`src/rtl/positional_list_engine_assert.svh`:
```
// ---------------------------------------------------------------------------
// Assertion macros for the positional list engine
// Shared concurrent checks, clocked on the rising edge, off during reset.
// ---------------------------------------------------------------------------
`ifndef POSITIONAL_LIST_ENGINE_ASSERT_SVH
`define POSITIONAL_LIST_ENGINE_ASSERT_SVH

// antecedent implies consequent in the same cycle
`define PLE_ASSERT_IMPL(lbl, ck, rs, ante, cons) \
  lbl: assert property (@(posedge ck) disable iff (rs) (ante) |-> (cons)) \
    else $error("same-cycle check failed");

// antecedent implies consequent in the next cycle
`define PLE_ASSERT_NEXT(lbl, ck, rs, ante, cons) \
  lbl: assert property (@(posedge ck) disable iff (rs) (ante) |=> (cons)) \
    else $error("next-cycle check failed");

`endif

```
`src/rtl/ple_pkg.sv`:
```
// ---------------------------------------------------------------------------
// ple_pkg
// Widths, codes and types shared by the positional list engine.
// ---------------------------------------------------------------------------
`timescale 1ns / 1ps

package ple_pkg;

  localparam int CAPACITY = 64;
  localparam int DATA_W   = 32;
  localparam int OP_W     = 3;
  localparam int POS_W    = 7;
  localparam int ST_W     = 3;
  localparam int LEN_W    = 7;

  typedef enum logic [OP_W-1:0] {
    OP_INS_FRONT = 3'd0,
    OP_INS_BACK  = 3'd1,
    OP_INS_POS   = 3'd2,
    OP_DEL_FRONT = 3'd3,
    OP_DEL_BACK  = 3'd4,
    OP_DEL_POS   = 3'd5
  } op_t;

  typedef enum logic [ST_W-1:0] {
    ST_OK           = 3'd0,
    ST_BELOW_ONE    = 3'd1,
    ST_OUT_OF_BOUND = 3'd2,
    ST_EMPTY        = 3'd3,
    ST_FULL         = 3'd4
  } status_t;

  typedef enum logic [1:0] {
    S_IDLE,
    S_CHECK,
    S_SHIFT,
    S_DONE
  } state_t;

  typedef struct packed {
    status_t                   status;
    logic signed [DATA_W-1:0]  item_value;
    logic        [LEN_W-1:0]   length;
  } result_t;

endpackage

```
`src/rtl/ple_if.sv`:
```
// ---------------------------------------------------------------------------
// ple_if
// Valid/ready channels for command and response words.
// ---------------------------------------------------------------------------
`timescale 1ns / 1ps

interface ple_in_if;
  logic                              valid;
  logic                              ready;
  logic        [ple_pkg::OP_W-1:0]   op;
  logic signed [ple_pkg::DATA_W-1:0] value;
  logic        [ple_pkg::POS_W-1:0]  position;

  modport source (output valid, op, value, position, input ready);
  modport sink   (input valid, op, value, position, output ready);
endinterface

interface ple_out_if;
  logic                              valid;
  logic                              ready;
  logic        [ple_pkg::ST_W-1:0]   status;
  logic signed [ple_pkg::DATA_W-1:0] item_value;
  logic        [ple_pkg::LEN_W-1:0]  length;

  modport source (output valid, status, item_value, length, input ready);
  modport sink   (input valid, status, item_value, length, output ready);
endinterface

```
`src/rtl/positional_list_engine.sv`:
```
// ---------------------------------------------------------------------------
// positional_list_engine
// Bounded ordered list of signed 32-bit values with positional insert/delete.
// ---------------------------------------------------------------------------
// Usage:
//   cmd carries one command word (op, value, position); rsp returns one word
//   per command (status, item_value, length). Both are valid/ready.
//   A command is taken only while the sequencer is idle. It passes through
//   the bounds check, then sweeps the n entries from the touched place to
//   the end through the entry memory, one entry per cycle (one read port,
//   one write port, registered read), then drains the last read and, for an
//   insert, writes the new value. An insert with nothing to move does only
//   that final write.
//   The sequencer returns to idle only once its response is taken, so a new
//   command is not accepted before the last one is through; n is CAPACITY
//   at most.
//   Reset clears the length; entry contents are left as they are and are
//   never read beyond the length, so no clearing pass runs.
//   A finished response sits in the output register; a new command may be
//   accepted meanwhile. A stalled rsp holds the sequencer at its final step.
// ---------------------------------------------------------------------------
`timescale 1ns / 1ps
`include "positional_list_engine_assert.svh"

module positional_list_engine #(
  parameter int CAPACITY = ple_pkg::CAPACITY
) (
  input  logic     clk,
  input  logic     rst,
  ple_in_if.sink   cmd,
  ple_out_if.source rsp
);

  localparam int AW = $clog2(CAPACITY);

  logic                          res_valid;
  logic                          res_take;
  ple_pkg::result_t              res;
  logic                          ram_we;
  logic [AW-1:0]                 ram_waddr;
  logic [AW-1:0]                 ram_raddr;
  logic [ple_pkg::DATA_W-1:0]    ram_wdata;
  logic [ple_pkg::DATA_W-1:0]    ram_rdata;
  logic                          out_valid;
  ple_pkg::result_t              out_word;
  logic                          res_err;

  ple_seq #(
    .CAPACITY (CAPACITY)
  ) u_seq (
    .clk       (clk),
    .rst       (rst),
    .cmd       (cmd),
    .res_valid (res_valid),
    .res       (res),
    .res_take  (res_take),
    .ram_we    (ram_we),
    .ram_waddr (ram_waddr),
    .ram_wdata (ram_wdata),
    .ram_raddr (ram_raddr),
    .ram_rdata (ram_rdata)
  );

  ple_ram #(
    .WIDTH (ple_pkg::DATA_W),
    .DEPTH (CAPACITY)
  ) u_entries (
    .clk   (clk),
    .we    (ram_we),
    .waddr (ram_waddr),
    .wdata (ram_wdata),
    .raddr (ram_raddr),
    .rdata (ram_rdata)
  );

  assign res_take = res_valid && (!out_valid || rsp.ready);

  always_ff @(posedge clk) begin
    if (rst) begin
      out_valid <= 1'b0;
    end else if (res_take) begin
      out_valid <= 1'b1;
    end else if (rsp.ready) begin
      out_valid <= 1'b0;
    end
  end

  always_ff @(posedge clk) begin
    if (res_take) begin
      out_word <= res;
    end
  end

  assign rsp.valid      = out_valid;
  assign rsp.status     = out_word.status;
  assign rsp.item_value = out_word.item_value;
  assign rsp.length     = out_word.length;

  assign res_err = res_valid && (res.status != ple_pkg::ST_OK);

  `PLE_ASSERT_NEXT(a_one_at_a_time, clk, rst, cmd.valid && cmd.ready, !cmd.ready)
  `PLE_ASSERT_IMPL(a_err_item_zero, clk, rst, res_err, res.item_value == '0)
  `PLE_ASSERT_NEXT(a_result_loaded, clk, rst, res_take, rsp.valid && rsp.status == $past(res.status))

endmodule

```
`src/rtl/ple_ram.sv`:
```
// ---------------------------------------------------------------------------
// ple_ram
// Generic simple dual-port RAM: one write port, one registered read port.
// ---------------------------------------------------------------------------
`timescale 1ns / 1ps

module ple_ram #(
  parameter int WIDTH = ple_pkg::DATA_W,
  parameter int DEPTH = ple_pkg::CAPACITY
) (
  input  logic                     clk,
  input  logic                     we,
  input  logic [$clog2(DEPTH)-1:0] waddr,
  input  logic [WIDTH-1:0]         wdata,
  input  logic [$clog2(DEPTH)-1:0] raddr,
  output logic [WIDTH-1:0]         rdata
);

  logic [WIDTH-1:0] mem [DEPTH];

  always_ff @(posedge clk) begin
    if (we) begin
      mem[waddr] <= wdata;
    end
    rdata <= mem[raddr];
  end

endmodule

```
`src/rtl/ple_seq.sv`:
```
// ---------------------------------------------------------------------------
// ple_seq
// Command sequencer: bounds check, then a pipelined read/write sweep that
// moves entries one slot per cycle through the entry memory.
// ---------------------------------------------------------------------------
`timescale 1ns / 1ps

module ple_seq #(
  parameter int CAPACITY = ple_pkg::CAPACITY
) (
  input  logic                           clk,
  input  logic                           rst,
  ple_in_if.sink                         cmd,
  output logic                           res_valid,
  output ple_pkg::result_t               res,
  input  logic                           res_take,
  output logic                           ram_we,
  output logic [$clog2(CAPACITY)-1:0]    ram_waddr,
  output logic [ple_pkg::DATA_W-1:0]     ram_wdata,
  output logic [$clog2(CAPACITY)-1:0]    ram_raddr,
  input  logic [ple_pkg::DATA_W-1:0]     ram_rdata
);

  localparam int AW   = $clog2(CAPACITY);
  localparam int CW   = $clog2(CAPACITY + 1);
  localparam int CMPW = ((CW > ple_pkg::POS_W) ? CW : ple_pkg::POS_W) + 1;

  ple_pkg::state_t                   state, state_next;
  ple_pkg::op_t                      op;
  logic signed [ple_pkg::DATA_W-1:0] val;
  logic        [ple_pkg::POS_W-1:0]  pos;
  logic        [CW-1:0]              cnt;
  logic        [AW-1:0]              k;
  logic        [CW-1:0]              left;
  logic        [AW-1:0]              rd_addr;
  logic                              first;
  logic                              pend;
  logic                              pend_first;
  logic        [AW-1:0]              pend_addr;
  ple_pkg::status_t                  status;
  logic signed [ple_pkg::DATA_W-1:0] item;

  logic              is_ins, is_del, full, empty, issue, finish;
  logic [CMPW-1:0]   pos_x, cnt_x;
  ple_pkg::status_t  chk_status;
  logic [AW-1:0]     chk_k;

  assign pos_x  = CMPW'(pos);
  assign cnt_x  = CMPW'(cnt);
  assign full   = (cnt == CW'(CAPACITY));
  assign empty  = (cnt == '0);
  assign is_ins = (op == ple_pkg::OP_INS_FRONT) || (op == ple_pkg::OP_INS_BACK) ||
                  (op == ple_pkg::OP_INS_POS);
  assign is_del = (op == ple_pkg::OP_DEL_FRONT) || (op == ple_pkg::OP_DEL_BACK) ||
                  (op == ple_pkg::OP_DEL_POS);
  assign issue  = (left != '0);
  assign finish = !issue && !pend;

  // bounds check on the latched command
  always_comb begin
    chk_status = ple_pkg::ST_OK;
    chk_k      = '0;
    unique case (op)
      ple_pkg::OP_INS_FRONT: begin
        if (full) chk_status = ple_pkg::ST_FULL;
      end
      ple_pkg::OP_INS_BACK: begin
        if (full) chk_status = ple_pkg::ST_FULL;
        chk_k = AW'(cnt);
      end
      ple_pkg::OP_INS_POS: begin
        if (pos_x == '0)               chk_status = ple_pkg::ST_BELOW_ONE;
        else if (pos_x > cnt_x + 1'b1) chk_status = ple_pkg::ST_OUT_OF_BOUND;
        else if (full)                 chk_status = ple_pkg::ST_FULL;
        chk_k = AW'(pos_x - 1'b1);
      end
      ple_pkg::OP_DEL_FRONT: begin
        if (empty) chk_status = ple_pkg::ST_EMPTY;
      end
      ple_pkg::OP_DEL_BACK: begin
        if (empty) chk_status = ple_pkg::ST_EMPTY;
        chk_k = AW'(cnt - 1'b1);
      end
      ple_pkg::OP_DEL_POS: begin
        if (pos_x == '0)       chk_status = ple_pkg::ST_BELOW_ONE;
        else if (empty)        chk_status = ple_pkg::ST_EMPTY;
        else if (pos_x > cnt_x) chk_status = ple_pkg::ST_OUT_OF_BOUND;
        chk_k = AW'(pos_x - 1'b1);
      end
      default: begin
        chk_status = ple_pkg::ST_OK;
      end
    endcase
  end

  always_ff @(posedge clk) begin
    if (rst) begin
      state <= ple_pkg::S_IDLE;
    end else begin
      state <= state_next;
    end
  end

  always_comb begin
    state_next = state;
    cmd.ready  = 1'b0;
    res_valid  = 1'b0;
    ram_we     = 1'b0;
    ram_waddr  = pend_addr;
    ram_wdata  = ram_rdata;
    ram_raddr  = rd_addr;
    unique case (state)
      ple_pkg::S_IDLE: begin
        cmd.ready = 1'b1;
        if (cmd.valid) state_next = ple_pkg::S_CHECK;
      end
      ple_pkg::S_CHECK: begin
        if (chk_status != ple_pkg::ST_OK || !(is_ins || is_del)) begin
          state_next = ple_pkg::S_DONE;
        end else begin
          state_next = ple_pkg::S_SHIFT;
        end
      end
      ple_pkg::S_SHIFT: begin
        ram_we = pend && !pend_first;
        if (finish) begin
          if (is_ins) begin
            ram_we    = 1'b1;
            ram_waddr = k;
            ram_wdata = val;
          end
          state_next = ple_pkg::S_DONE;
        end
      end
      ple_pkg::S_DONE: begin
        res_valid = 1'b1;
        if (res_take) state_next = ple_pkg::S_IDLE;
      end
      default: begin
        state_next = ple_pkg::S_IDLE;
      end
    endcase
  end

  always_ff @(posedge clk) begin
    if (rst) begin
      cnt  <= '0;
      pend <= 1'b0;
    end else begin
      unique case (state)
        ple_pkg::S_IDLE: begin
          pend <= 1'b0;
        end
        ple_pkg::S_SHIFT: begin
          pend <= issue;
          if (finish) cnt <= is_ins ? CW'(cnt + 1'b1) : CW'(cnt - 1'b1);
        end
        default: begin
          pend <= pend;
        end
      endcase
    end
  end

  // payload and sweep registers
  always_ff @(posedge clk) begin
    if (state == ple_pkg::S_IDLE && cmd.valid) begin
      op  <= ple_pkg::op_t'(cmd.op);
      val <= cmd.value;
      pos <= cmd.position;
    end
    if (state == ple_pkg::S_CHECK) begin
      status  <= chk_status;
      item    <= (chk_status == ple_pkg::ST_OK && is_ins) ? val : '0;
      k       <= chk_k;
      left    <= CW'(cnt - CW'(chk_k));
      rd_addr <= is_ins ? AW'(cnt - 1'b1) : chk_k;
      first   <= is_del;
    end
    if (state == ple_pkg::S_SHIFT) begin
      if (issue) begin
        left       <= CW'(left - 1'b1);
        rd_addr    <= is_ins ? AW'(rd_addr - 1'b1) : AW'(rd_addr + 1'b1);
        pend_addr  <= is_ins ? AW'(rd_addr + 1'b1) : AW'(rd_addr - 1'b1);
        pend_first <= first;
        first      <= 1'b0;
      end
      if (pend && pend_first) item <= ram_rdata;
    end
  end

  assign res.status     = status;
  assign res.item_value = item;
  assign res.length     = ple_pkg::LEN_W'(cnt);

endmodule
```
`src/flat_wrapper.sv`:
```
// flat-port wrapper written by rule: the top's interface ports become plain ports
module positional_list_engine_flat 
#(
  parameter int CAPACITY = ple_pkg::CAPACITY
)
  (clk, rst, cmd_valid, cmd_op, cmd_value, cmd_position, cmd_ready, rsp_valid, rsp_status, rsp_item_value, rsp_length, rsp_ready);
  ple_in_if cmd_i ();
  ple_out_if rsp_i ();
  input  logic clk;
  input  logic rst;
  input wire logic [$bits(cmd_i.valid)-1:0] cmd_valid;
  input wire logic [$bits(cmd_i.op)-1:0] cmd_op;
  input wire logic [$bits(cmd_i.value)-1:0] cmd_value;
  input wire logic [$bits(cmd_i.position)-1:0] cmd_position;
  output wire logic [$bits(cmd_i.ready)-1:0] cmd_ready;
  output wire logic [$bits(rsp_i.valid)-1:0] rsp_valid;
  output wire logic [$bits(rsp_i.status)-1:0] rsp_status;
  output wire logic [$bits(rsp_i.item_value)-1:0] rsp_item_value;
  output wire logic [$bits(rsp_i.length)-1:0] rsp_length;
  input wire logic [$bits(rsp_i.ready)-1:0] rsp_ready;
  assign cmd_i.valid = cmd_valid;
  assign cmd_i.op = cmd_op;
  assign cmd_i.value = cmd_value;
  assign cmd_i.position = cmd_position;
  assign cmd_ready = cmd_i.ready;
  assign rsp_valid = rsp_i.valid;
  assign rsp_status = rsp_i.status;
  assign rsp_item_value = rsp_i.item_value;
  assign rsp_length = rsp_i.length;
  assign rsp_i.ready = rsp_ready;
  positional_list_engine #(.CAPACITY(CAPACITY)) u_core (.clk(clk), .rst(rst), .cmd(cmd_i), .rsp(rsp_i));
endmodule
```
`config.mk`:
```
export PLATFORM = sky130hd
export DESIGN_NAME = positional_list_engine_flat
export DESIGN_NICKNAME = d
export VERILOG_FILES = /design/src/rtl/ple_pkg.sv /design/src/rtl/ple_if.sv /design/src/rtl/positional_list_engine.sv /design/src/rtl/ple_ram.sv /design/src/rtl/ple_seq.sv /design/src/flat_wrapper.sv
export VERILOG_INCLUDE_DIRS = /design/src /design/src/rtl
export SDC_FILE = /design/constraint.sdc
export NUM_CORES = 2
export LEC_CHECK = 0
export BUFFER_PORTS_ARGS = -buffer_cell sky130_fd_sc_hd__buf_4
export CORE_UTILIZATION = 55
export DETAILED_ROUTE_END_ITERATION = 10
export PLACE_DENSITY = 0.75
export SLEW_MARGIN = 5
export SYNTH_ARGS = -nofsm -noshare
export SYNTH_HDL_FRONTEND = slang
export SYNTH_SLANG_ARGS = --single-unit
```
`constraint.sdc`:
```
create_clock -name clk -period 7 [get_ports clk]
set_clock_uncertainty 0.15 [all_clocks]
set_input_delay 1.05 -clock clk [delete_from_list [all_inputs] [get_ports clk]]
set_output_delay 1.05 -clock clk [all_outputs]
set_load 0.1 [all_outputs]
```
==> flow_metrics.env <==
export IMPL_final_net_count=4217
export IMPL_cp_required_ns=7.31
export IMPL_min_period_over_period_pct=65.4
export IMPL_synth_edf_count=2148
export IMPL_met3_usage_pct=7.13
export IMPL_arrival_ns=4.89
export IMPL_crit_family="simple AND/OR/NAND/NOR gates"
export IMPL_antenna_found_initial=17
export IMPL_grt_pass1_wl_mm=301
export IMPL_hold_buffers=0
export IMPL_synthArstFlopShare_pct=0
export IMPL_synthDominantCellAreaShare_pct=74.8
export IMPL_cts_buffers=211
export IMPL_cts_htree_levels=4
export IMPL_min_delay_path_depth=1
export IMPL_vdd_drop_max_v=0.000319
export IMPL_vias=42200
export IMPL_place_congestion=0.956
export IMPL_dieArea_um2=158000
export IMPL_synth_warnings=0
export IMPL_portBuffers=89
export IMPL_slowest_stage="nand3_1"
export IMPL_die_w_um=398
export IMPL_crit_path_cell_trace="inv_1 > ha_1 > nor4b_4 > nand4_4 > o21ai_0 > nand3_1 > buf_4 > nor2_4 > buf_4"
export IMPL_synth_top_cell_by_area="edfxtp_1"
export IMPL_grt_pass1_vias=40800
export IMPL_grtUsageMet2_pct=39.0
export IMPL_crit_path_start_kind="register"
export IMPL_root_buffer="clkbuf_16"
export IMPL_post_dp_hpwl_mm=121
export IMPL_hold_end="u_core.u_seq.val[26]$_DFFE_PP_"
export IMPL_synth_area_per_cell_um2=21.9
export IMPL_synthCells=3938
export IMPL_cp_max_fo=32
export IMPL_io_pins=90
export IMPL_syn_area_um2=86200
export IMPL_drive_gt1_share_pct=26.5
export IMPL_drv_cap=0
export IMPL_vias_per_cell=6.62
export IMPL_critPathMaxStageDelay_ns=0.79
export IMPL_cp_end_kind="register"
export IMPL_reg2reg_depth=9
export IMPL_finalMaxSlewViolations=0
export IMPL_worst_pin_slew_ns=1.22
export IMPL_wire_per_inst_um=33.4
export IMPL_critPathKind="register to register"
export IMPL_synth_seq_cells=2237
export IMPL_cts_tree="done"
export IMPL_slew_headroom_pct=18.8
export IMPL_grt_max_degree=104
export IMPL_hold_viol=0
export IMPL_synth_cell_types=70
export IMPL_fmax_mhz=218
export IMPL_gr_usage_met1_pct=39.9
export IMPL_outcome="complete, no violations"
export IMPL_r2r_start="u_core.u_seq.state[0]$_SDFFE_PP0P_"
export IMPL_fin_ws_ns=2.42
export IMPL_crit_top_cell="buf_4"
export IMPL_busiest_layer="met1"
export IMPL_finalSetupViolations=0
export IMPL_critPathBufInv=3
export IMPL_initial_core_util_pct=55.7
export IMPL_rrSetupSlack_ns=2.42
export IMPL_grt_remaining_overflow=0
export IMPL_ctsResizeCount=0
export IMPL_detail_route_antenna_nets=0
export IMPL_rsz0062_at_grt="no"
export IMPL_regToRegEndpoint="u_core.u_entries.mem[30][26]$_DFFE_PP_"
export IMPL_rows=144
export IMPL_clkSinkCount=2237
export IMPL_coreArea_um2=155000
export IMPL_ys_flop_type="edfxtp_1"
export IMPL_die_h_um=398
export IMPL_route_detailed_drc=0
export IMPL_seq_area_frac_synth_pct=76.9
export IMPL_grtUsageTotal_pct=27.2
export IMPL_fin_tns_setup_ns=0
export IMPL_drt_pass1_iterations=6
export IMPL_p_per_area_nw_per_um2=419
export IMPL_syn_to_final_growth_pct=12.2
export IMPL_pre_cts_slack_ns=2.63
export IMPL_clk_pin_slew_ns=0.06
export IMPL_hold_path_class="primary input to register"
export IMPL_worst_skew_pair_late_latency_ns=0.85
export IMPL_syn_nets=4015
export IMPL_period_minus_slack_ns=4.58
export IMPL_cts_buffer_depth=3
export IMPL_dr_first_iter_drc_count=6687
export IMPL_synthTopCellsByArea="edfxtp_1, mux4_2, mux2i_1"
export IMPL_routed_wl_mm=213
export IMPL_post_cts_buffers=0
export IMPL_leakage_nw=31.4
export IMPL_hp_start="cmd_value[26]"
[per-stage QoR]
| stage | hold WS, ns | std cells | instance area, µm² | power (mW) | utilization (%) |
|---|---|---|---|---|---|
| final | 0.233 | 6372 | 96800 | 40.6 | 62.5 |
| after global routing | 0.204 | 6364 | 96800 | 41.6 | 62.4 |
| after CTS | 0.170 | 6364 | 96800 | 40.6 | 62.4 |
| after detailed placement | 0.261 | 5971 | 90100 | 29.6 | 58.1 |
| after global placement | 0.260 | 5971 | 90100 | 29.3 | 58.1 |
| after floorplan | 0.250 | 3938 | 86200 | 24.8 | - |
[cell families after synthesis]
logic type                 count (synthesis)  share of synthesized area (%)
DFF                                     2237                           76.9
adders and majority gates                 31                          0.458
and+or+nand+nor                          307                           1.97
muxes                                    815                           17.0
xor gates and xnor gates                  26                          0.264
buffers and inverters                    245                           1.32
AOI/OAI and AO/OA                        277                           2.18
[cell type report]
class                      instances  area (µm²)
antenna                            8        20.0
clock buffer                     275        5710
clock inverter                   118         991
fill                           10100       58200
inverter                          34         128
multi-input combinational       1456       19400
sequential                      2237       66300
tap                             2044        2560
timing repair buffer             200        1660
[synthesized netlist by cell type, types with 2 or more instances]
master and instances:
a211oi_1 2, a21o_1 5, a21oi_1 34, a221o_1 31, a221o_2 2, a22oi_1 8, a2bb2oi_1 3, a31oi_1 5
and2_1 2, and3_1 3, buf_1 44, buf_2 42, buf_4 14, buf_6 15, clkbuf_1 96, dfxtp_1 89
edfxtp_1 2148, ha_1 30, inv_1 34, mux2_2 34, mux2i_1 268, mux4_2 512, nand2_1 35, nand2b_1 11
nand3_1 24, nand3b_1 5, nand4_1 3, nor2_1 110, nor2b_1 6, nor3_1 16, nor3b_1 34, nor4_1 3
nor4b_4 2, o211ai_1 4, o21a_1 2, o21ai_0 27, o21bai_1 3, o22a_1 2, o22ai_1 135, or3_1 9
or4_1 32, or4_4 2, xnor2_1 23, xor2_1 3
[how the worst max path moves through the flow]
stage,start,cells after the start,to,slack [ns]
finish,u_core.u_seq.state[0]$_SDFFE_PP0P_,9,u_core.u_entries.mem[30][26]$_DFFE_PP_,2.42
global route,u_core.u_seq.state[0]$_SDFFE_PP0P_,9,u_core.u_entries.mem[30][1]$_DFFE_PP_,2.18
detailed placement,u_core.u_seq.state[0]$_SDFFE_PP0P_,9,u_core.u_entries.mem[12][31]$_DFFE_PP_,2.63
CTS,u_core.u_seq.state[0]$_SDFFE_PP0P_,9,u_core.u_entries.mem[20][17]$_DFFE_PP_,2.60
global placement,u_core.u_seq.state[0]$_SDFFE_PP0P_,9,u_core.u_entries.mem[12][1]$_DFFE_PP_,2.71
floorplan,u_core.u_seq.left[0]$_DFF_P_,8,u_core.u_entries.mem[33][0]$_DFFE_PP_,3.10
[layout by cell type (no fill, tap or decap), types with 5 or more instances in the layout]
master and instances:
nand3b_1 5, or4_1 32, mux4_2 512, mux2_4 22
o22ai_1 135, a221o_1 31, a22oi_1 8, diode_2 8
a21oi_1 34, clkbuf_8 10, a21o_1 5, mux2i_1 266
inv_1 34, nor2b_1 5, nor2_1 46, nor3_1 16
buf_4 187, or3_1 9, nand2_1 35, clkinvlp_4 12
clkinv_2 40, dfxtp_1 86, nor3b_1 34, clkbuf_16 215
nand2b_1 11, clkbuf_1 50, buf_12 13, mux2_2 12
nand3_1 24, nor2_4 64, o21ai_0 27, xnor2_1 23
bufinv_16 13, a31oi_1 5, inv_6 6, clkinv_1 40
ha_1 29, edfxtp_1 2148
[per-layer routing]
metal  share of wire (%)  vias up
li1                    -    17000
met1                  39    22000
met2                  44     2785
met3                  12      396
met4                 4.4       12
met5               0.039        -
[flip-flops by register name (all words and copies together), names as in the netlist]
signal and count:
u_core.rsp.item_value 32, u_core.rsp.length 7, u_core.rsp.status 3, u_core.rsp.valid 1
u_core.u_entries.mem 2048, u_core.u_entries.rdata 32, u_core.u_seq.cnt 7, u_core.u_seq.first 1
u_core.u_seq.item 32, u_core.u_seq.k 6, u_core.u_seq.left 7, u_core.u_seq.op 3
u_core.u_seq.pend 1, u_core.u_seq.pend_addr 6, u_core.u_seq.pend_first 1, u_core.u_seq.pos 7
u_core.u_seq.ram_raddr 6, u_core.u_seq.state 2, u_core.u_seq.status 3, u_core.u_seq.val 32
[where the power goes]
group	internal (mW)	total [mW]	switching, mW
registers	17.0	17.5	0.569
clock network	6.22	11.1	4.87
logic	4.08	12.0	7.89
Note: power is estimated with default switching activity, not from simulation.
